## config.mk

```make
export PLATFORM = sky130hd
export DESIGN_NAME = fifo_queue_with_search_remove_top
export DESIGN_NICKNAME = d
export VERILOG_FILES = /design/src/rtl/fqsr_pkg.sv /design/src/rtl/fifo_queue_with_search_remove_top.sv /design/src/rtl/fqsr_cell.sv
export SDC_FILE = /design/constraint.sdc
export NUM_CORES = 1
export LEC_CHECK = 0
export BUFFER_PORTS_ARGS = -buffer_cell sky130_fd_sc_hd__buf_4
export CAP_MARGIN = 20
export CELL_PAD_IN_SITES_DETAIL_PLACEMENT = 0
export CELL_PAD_IN_SITES_GLOBAL_PLACEMENT = 2
export CORE_UTILIZATION = 35
export CTS_CLUSTER_SIZE = 24
export DETAILED_ROUTE_END_ITERATION = 16
export PLACE_DENSITY_LB_ADDON = 0.1
export SYNTH_ARGS = -nofsm -noshare
export SYNTH_HDL_FRONTEND = slang
export SYNTH_SLANG_ARGS = --single-unit
```

## constraint.sdc

```tcl
create_clock -name aclk -period 4.9 [get_ports aclk]
set_input_delay 0.735 -clock aclk [delete_from_list [all_inputs] [get_ports aclk]]
set_output_delay 0.735 -clock aclk [all_outputs]
set_load 0.1 [all_outputs]
```

## src/rtl/fqsr_pkg.sv

```systemverilog
// ----------------------------------------------------------------------------
// fqsr_pkg: shared types and constants of the searchable queue
// Holds the sizes, the command codes, the status codes and the cell control struct.
// ----------------------------------------------------------------------------
`default_nettype none

package fqsr_pkg;

    localparam int QUEUE_DEPTH = 16;
    localparam int ID_WIDTH    = 16;

    // fixed payload widths
    localparam int OPCODE_W  = 3;
    localparam int PROC_ID_W = 16;
    localparam int STATUS_W  = 2;
    localparam int OCC_W     = 5;
    localparam int S_DATA_W  = 24;
    localparam int M_DATA_W  = 24;

    // derived sizes
    localparam int CNT_W = $clog2(QUEUE_DEPTH + 1);
    localparam int IDX_W = $clog2(QUEUE_DEPTH);

    typedef enum logic [OPCODE_W-1:0] {
        OP_ENQUEUE  = 3'd0,
        OP_DEQUEUE  = 3'd1,
        OP_PEEK     = 3'd2,
        OP_CONTAINS = 3'd3,
        OP_REMOVE   = 3'd4,
        OP_CLEAR    = 3'd5
    } opcode_t;

    typedef enum logic [STATUS_W-1:0] {
        ST_OK      = 2'd0,
        ST_EMPTY   = 2'd1,
        ST_FULL    = 2'd2,
        ST_MISSING = 2'd3
    } status_t;

    // control broadcast to every cell
    typedef struct packed {
        logic                shift_en;   // take the neighbor's entry where the hit chain is set
        logic                load_en;    // write cmp_id into the cell at the tail
        logic [ID_WIDTH-1:0] cmp_id;     // identifier to compare or to load
        logic [CNT_W-1:0]    count;      // current number of entries
    } cell_ctrl_t;

endpackage

`default_nettype wire

```

## src/rtl/fifo_queue_with_search_remove_top.sv

```systemverilog
// ----------------------------------------------------------------------------
// fifo_queue_with_search_remove_top: bounded queue of ids with search and remove
// Enqueue, dequeue, peek, contains, remove-first-match and clear over a row of cells.
// ----------------------------------------------------------------------------
// a command's result is registered in the output register when the item is accepted
// throughput: one item per cycle while the output drains; every cell compares at once
//   and a single shift along the row closes a gap, so no command iterates
// the input is taken while a finished result waits, as long as that result leaves in the same cycle
// reset: aresetn low at a clock edge empties the queue and drops any pending result;
//   slot contents are not cleared
`default_nettype none

module fifo_queue_with_search_remove_top
    import fqsr_pkg::*;
(
    input  wire logic                aclk,
    input  wire logic                aresetn,

    input  wire logic                s_tvalid,
    output logic                     s_tready,
    input  wire logic [S_DATA_W-1:0] s_tdata,   // [2:0] opcode, [18:3] proc_id, rest zero

    output logic                     m_tvalid,
    input  wire logic                m_tready,
    output logic [M_DATA_W-1:0]      m_tdata    // [15:0] id_out, [16] found, [18:17] status,
                                                // [23:19] occupancy
);

    // input unpack
    logic [OPCODE_W-1:0]  opcode;
    logic [PROC_ID_W-1:0] proc_id;
    logic                 accept;

    assign opcode  = s_tdata[OPCODE_W-1:0];
    assign proc_id = s_tdata[OPCODE_W +: PROC_ID_W];

    // state
    logic [CNT_W-1:0]    count_reg;
    logic [CNT_W-1:0]    count_next;
    logic                out_valid_reg;
    logic                out_valid_next;
    logic [M_DATA_W-1:0] out_data_reg;
    logic [M_DATA_W-1:0] out_data_next;

    // cell row
    cell_ctrl_t          ctrl;
    logic [QUEUE_DEPTH:0] hit_chain;
    logic [ID_WIDTH-1:0] cell_data [QUEUE_DEPTH];

    // per-command result
    logic [ID_WIDTH-1:0] res_id;
    logic                res_found;
    status_t             res_status;
    logic                is_empty;
    logic                is_full;
    logic                any_hit;

    // a new item enters whenever the output register is free or being drained
    assign s_tready = !out_valid_reg || m_tready;
    assign accept   = s_tvalid && s_tready;

    assign is_empty = count_reg == '0;
    assign is_full  = count_reg == CNT_W'(QUEUE_DEPTH);
    // last link of the chain: some cell in range matched (only meaningful without a forced head hit)
    assign any_hit  = hit_chain[QUEUE_DEPTH];

    // dequeue forces the hit at the head so the whole row shifts by one
    assign hit_chain[0] = opcode == OP_DEQUEUE;

    genvar gi;
    generate
        for (gi = 0; gi < QUEUE_DEPTH; gi++) begin : g_cell
            logic [ID_WIDTH-1:0] nbr;
            if (gi == QUEUE_DEPTH - 1) begin : g_last
                // nothing beyond the tail: the last slot keeps what it has
                assign nbr = cell_data[gi];
            end else begin : g_mid
                assign nbr = cell_data[gi + 1];
            end
            fqsr_cell u_cell (
                .aclk      (aclk),
                .ctrl      (ctrl),
                .cell_idx  (IDX_W'(gi)),
                .hit_in    (hit_chain[gi]),
                .next_data (nbr),
                .hit_out   (hit_chain[gi + 1]),
                .data      (cell_data[gi])
            );
        end
    endgenerate

    // command decode: cell control, result fields and next count
    always_comb begin
        ctrl.shift_en = 1'b0;
        ctrl.load_en  = 1'b0;
        ctrl.cmp_id   = ID_WIDTH'(proc_id);
        ctrl.count    = count_reg;
        res_id        = '0;
        res_found     = 1'b0;
        res_status    = ST_OK;
        count_next    = count_reg;
        unique case (opcode)
            OP_ENQUEUE: begin
                if (is_full) begin
                    res_status = ST_FULL;
                end else begin
                    ctrl.load_en = accept;
                    count_next   = count_reg + CNT_W'(1);
                end
            end
            OP_DEQUEUE, OP_PEEK: begin
                if (is_empty) begin
                    res_status = ST_EMPTY;
                end else begin
                    res_id = cell_data[0];
                    if (opcode == OP_DEQUEUE) begin
                        ctrl.shift_en = accept;
                        count_next    = count_reg - CNT_W'(1);
                    end
                end
            end
            OP_CONTAINS, OP_REMOVE: begin
                if (any_hit) begin
                    res_found = 1'b1;
                    if (opcode == OP_REMOVE) begin
                        // cells from the first match upward take their neighbor's entry
                        ctrl.shift_en = accept;
                        count_next    = count_reg - CNT_W'(1);
                    end
                end else begin
                    res_status = ST_MISSING;
                end
            end
            OP_CLEAR: begin
                count_next = '0;
            end
            default: begin
                // unused codes: no change, plain ok result
            end
        endcase
    end

    // output register
    always_comb begin
        out_valid_next = out_valid_reg;
        out_data_next  = out_data_reg;
        if (accept) begin
            out_valid_next = 1'b1;
            out_data_next  = {OCC_W'(count_next), res_status, res_found, PROC_ID_W'(res_id)};
        end else if (m_tready) begin
            out_valid_next = 1'b0;
        end
    end

    always_ff @(posedge aclk) begin
        if (!aresetn) begin
            count_reg     <= '0;
            out_valid_reg <= 1'b0;
        end else begin
            if (accept) begin
                count_reg <= count_next;
            end
            out_valid_reg <= out_valid_next;
        end
    end

    always_ff @(posedge aclk) begin
        out_data_reg <= out_data_next;
    end

    assign m_tvalid = out_valid_reg;
    assign m_tdata  = out_data_reg;

    // occupancy never exceeds the number of cells
    a_count_bound: assert property (@(posedge aclk) disable iff (!aresetn)
        count_reg <= CNT_W'(QUEUE_DEPTH))
        else $error("queue count above depth");

    // every accepted item leaves a result in the output register
    a_result_follows: assert property (@(posedge aclk) disable iff (!aresetn)
        accept |=> out_valid_reg)
        else $error("accepted item produced no result");

    // a dequeue on a non-empty queue drops the count by one
    a_dequeue_count: assert property (@(posedge aclk) disable iff (!aresetn)
        (accept && opcode == OP_DEQUEUE && !is_empty) |=>
            count_reg == $past(count_reg) - CNT_W'(1))
        else $error("dequeue count mismatch");

    // a reported match always carries an ok status
    a_found_ok: assert property (@(posedge aclk) disable iff (!aresetn)
        (out_valid_reg && out_data_reg[PROC_ID_W]) |->
            out_data_reg[PROC_ID_W+1 +: STATUS_W] == ST_OK)
        else $error("found with non-ok status");

endmodule

`default_nettype wire

```

## src/rtl/fqsr_cell.sv

```systemverilog
// ----------------------------------------------------------------------------
// fqsr_cell: one queue slot
// Compares its entry, extends the first-hit chain, shifts toward the head and loads at the tail.
// ----------------------------------------------------------------------------
`default_nettype none

module fqsr_cell
    import fqsr_pkg::*;
(
    input  wire logic                aclk,
    input  wire cell_ctrl_t          ctrl,
    input  wire logic [IDX_W-1:0]    cell_idx,
    input  wire logic                hit_in,
    input  wire logic [ID_WIDTH-1:0] next_data,
    output logic                     hit_out,
    output logic [ID_WIDTH-1:0]      data
);

    logic [ID_WIDTH-1:0] data_reg;
    logic [ID_WIDTH-1:0] data_next;
    logic                in_range;
    logic                hit_here;
    logic                at_tail;

    assign in_range = CNT_W'(cell_idx) < ctrl.count;
    assign at_tail  = CNT_W'(cell_idx) == ctrl.count;
    // hit is set at the first match and stays set for every later cell
    assign hit_here = hit_in || (in_range && (data_reg == ctrl.cmp_id));
    assign hit_out  = hit_here;
    assign data     = data_reg;

    always_comb begin
        data_next = data_reg;
        if (ctrl.shift_en && hit_here) begin
            data_next = next_data;
        end else if (ctrl.load_en && at_tail) begin
            data_next = ctrl.cmp_id;
        end
    end

    always_ff @(posedge aclk) begin
        data_reg <= data_next;
    end

endmodule

`default_nettype wire
```

==> flow_summary.toml <==
[outcome]
run_status = "finished clean"

[worst_setup_path]
max_stage_delay_ns = 0.70
critical_path.top_delay_family = "simple AND/OR/NAND/NOR gates"
worst_setup_path_end_kind = "flop"
timing.reg2reg.setup_slack_ns = 0.98
crit_path_top_delay_cell = "o21ai_2"
timing.critical_path.arrival_ns = 4.19
cp.buffers_inverters = 1
worst-path-max-fanout = 17
crit_path_start = "count_reg[0]"
worstReg2RegStart = "count_reg[0]"
critPathKind = "flop to flop"
timing.critical_path.to = "g_cell[5].u_cell.data[14]"
critical_path_cell_count = 10
crit_path_cells = "or2_1 -> nor2_1 -> o21ba_2 -> o32ai_1 -> nor4_1 -> nand3_2 -> o21ai_2 -> or2_1 -> buf_4 -> mux2_1"
crit-reg2reg-capture = "g_cell[5].u_cell.data[14]"
timing.critical_path.mode_cell = "or2_1"
worst-endpoint-required_ns = 5.18
worst-r2r-cell-count = 10
critPathLaunchType = "flop"

[power]
power.share.combinational = 0.097
p_leak_nw = 6.07
seq_power_share = 0.468
netSwitchingPower_mw = 1.44
vdd_ir_drop_max_uv = 187
pwr_cell_area_mw_per_mm2 = 322
power.clock.fraction = 0.435
power.switching_fraction = 0.248
intPower_mw = 4.38

[yosys]
fraction_of_post_synthesis_cell_area_in_the_top_cell_type_by_area = 0.516
mappedNetlistArea_mm2 = 0.0163
synth_sequential_area_ratio = 0.523
synth_seq_cells = 286
ys_top_cells_by_count = "edfxtp_1, xor2_1, mux2_1"
synth_ff_type = "edfxtp_1"
synthesis.instances = 1184
syn_nets = 1217
synth-async-reset-ratio = 0
synth_top_cells_by_area = "edfxtp_1, mux2_1, xor2_1"
yosys_warning_count = 0
synth.avg_cell_area_um2 = 13.8
synth_edf_count = 280
yosysTopAreaCell = "edfxtp_1"
post-synth-top-count-cell = "edfxtp_1"
post_synth_num_cell_types = 67

[floorplanning]
effective_utilization_at_floorplan = 0.357
fp.dieArea_mm2 = 0.0475
core.rowCount = 78
ioPinCount = 54
die_h_um = 218
core_area_mm2 = 0.0457
die-width_um = 218

[global_route]
met1_use_gr = 0.244
groute.usage.overall = 0.183
global_route_hottest_layer = "met2"
use_met3 = 0.0236
grt_first_pass_wirelength_um = 64200
grt_pass1_vias = 9963
grt_start_max_net_pins = 33
grtUsageMet2 = 0.308
grt_antenna_before_repair = 2
grt_overflow = 0

[clock_network]
clock_insertion_delay_worst_skew_ns = 0.55
post_cts_buffers = 0
numCtsBuffers = 37
clkTransAtPathRegs_ns = 0.06
cts_hold_buf = 0
clock_tree.buffer_depth = 3
clock_sinks = 286
tritoncts = "done"
clock-root-buffer = "clkbuf_16"
cts-htree-levels = 2
cts_resized = 0

[layout]
drive_gt1_frac = 0.224
regArea_mm2 = 0.00853
number_of_nets_in_the_finished_design = 1244
multi_input_comb_area_mm2 = 0.00693
largest_register_ff_count = 256
antenna-diode-count = 0
area.growth.synth_to_final_pct = 10.7
fill_cells = 4368

[placed_design]
portBuffers = 48
globalplace.congestion = 0.790
post-dp-hpwl_um = 28900

[sta]
timing.final.crit_share = 0.800
setup_tns_ns = 0
setup_violations = 0
fin_worst_skew_ns = 0.0209
setup_repair_after_global_routing_missed_its_margin = "false"
worst-slew-pin-transition_ns = 0.850
final_period_minus_worst_setup_slack_ns = 3.92
maxSlewViolCount = 0
hold_viol_final = 0
hold_slack_ns = 0.458
worst_slew_margin_rel = 0.434
achievable-frequency_ghz = 0.255

[drt]
routed_wl_um = 42100
vias = 9200
antenna_left = 0
drt_pre_antenna_iters = 5
drtIter0Drc = 615
detail_route.vias_per_cell = 5.01
drt-wirelength-per-cell_um = 23.0
detail_route.drc_violations = 0

[run]
timing.max_cap.violations = 0

[hold_path]
min-delay-path-class = "input pin to flop"
==> cells in the final DEF, fill, tap and decap left out, drive strengths merged, types with 2 or more instances in the layout <==
master / synthesis / final
o21bai: 4 / 4
nand2b: 5 / 5
clkbuf: 23 / 48
a41o: 3 / 3
and2: 21 / 21
a22oi: 4 / 4
nand2: 40 / 40
or2: 3 / 3
inv: 7 / 7
a31oi: 5 / 5
a21o: 2 / 2
and3: 2 / 2
ha: 5 / 5
or3: 3 / 3
nor4: 33 / 33
edfxtp: 280 / 280
a21oi: 16 / 16
nor2: 26 / 26
dfxtp: 6 / 6
buf: 78 / 90
and4: 2 / 2
nand3: 18 / 18
o22ai: 2 / 2
clkinv: 1 / 14
xnor2: 122 / 122
xor2: 136 / 136
nor2b: 2 / 2
nor3: 18 / 18
o21ai: 17 / 17
o32ai: 3 / 3
mux2: 240 / 240
a221oi: 2 / 2
nand4: 33 / 33
a211oi: 4 / 4
o211ai: 4 / 4
==> worst min-delay path by stage <==
stage,startpoint,endpoint,slack (ns),cells past startpoint
3_3_place_gp,m_tvalid,m_tvalid,0.53,2
4_1_cts,s_tvalid,m_tvalid,0.43,3
6_report,s_tvalid,m_tvalid,0.46,3
3_5_place_dp,m_tvalid,m_tvalid,0.53,2
5_1_grt,s_tvalid,m_tvalid,0.48,3
2_1_floorplan,g_cell[0].u_cell.data[0],m_tdata[0],0.55,1
==> per-layer routing <==
layer	part of all wire	wire length (µm)
met5	0	0
met4	0.020	861
met3	0.026	1100
met2	0.48	20200
met1	0.47	20000
==> cells by family after synthesis <==
logic type / share of synthesized area
DFF: 0.523
adders and majority gates: 0.00384
and+or+nand+nor: 0.0725
buffers and inverters: 0.0533
AOI/OAI and AO/OA: 0.0370
muxes: 0.172
xor gates and xnor gates: 0.139
==> worst register-to-register path: stages, from the launching register on <==
cell and delay [ns]:
dfxtp_1 0.31, or2_1 0.35, nor2_1 0.48, o21ba_2 0.23, o32ai_1 0.12, nor4_1 0.46, nand3_2 0.15, o21ai_2 0.70
or2_1 0.20, buf_4 0.25, mux2_1 0.40
==> layout make-up <==
class	count	area share
Sequential cell	286	0.472
Multi-Input combinational cell	788	0.384
Clock buffer	48	0.0547
Tap cell	600	0.0416
Timing Repair Buffer	90	0.0402
Clock inverter	15	0.00589
Inverter	8	0.00166
==> per-stage QoR <==
step	instances	utilization	setup WS [ns]	total power [mW]	cell area, µm²
6_report	1835	0.395	0.980	5.82	18100
5_1_grt	1835	0.395	0.783	6.02	18100
4_1_cts	1835	0.395	0.951	5.90	18100
3_5_place_dp	1772	0.371	0.558	3.34	17000
3_3_place_gp	1772	0.371	0.514	3.34	17000
2_1_floorplan	1184	-	0.0148	3.22	16300
==> power groups by stage <==
| stage | clock network [mW] | logic, mW | registers (mW) |
|---|---|---|---|
| 4_1_cts | 2.61 | 0.572 | 2.73 |
| 2_1_floorplan | 0 | 0.353 | 2.87 |
| 6_report | 2.53 | 0.563 | 2.73 |
| 5_1_grt | 2.68 | 0.608 | 2.73 |
| 3_5_place_dp | 0 | 0.568 | 2.78 |
| 3_3_place_gp | 0 | 0.569 | 2.78 |
Power figures use the tool's default switching activity.
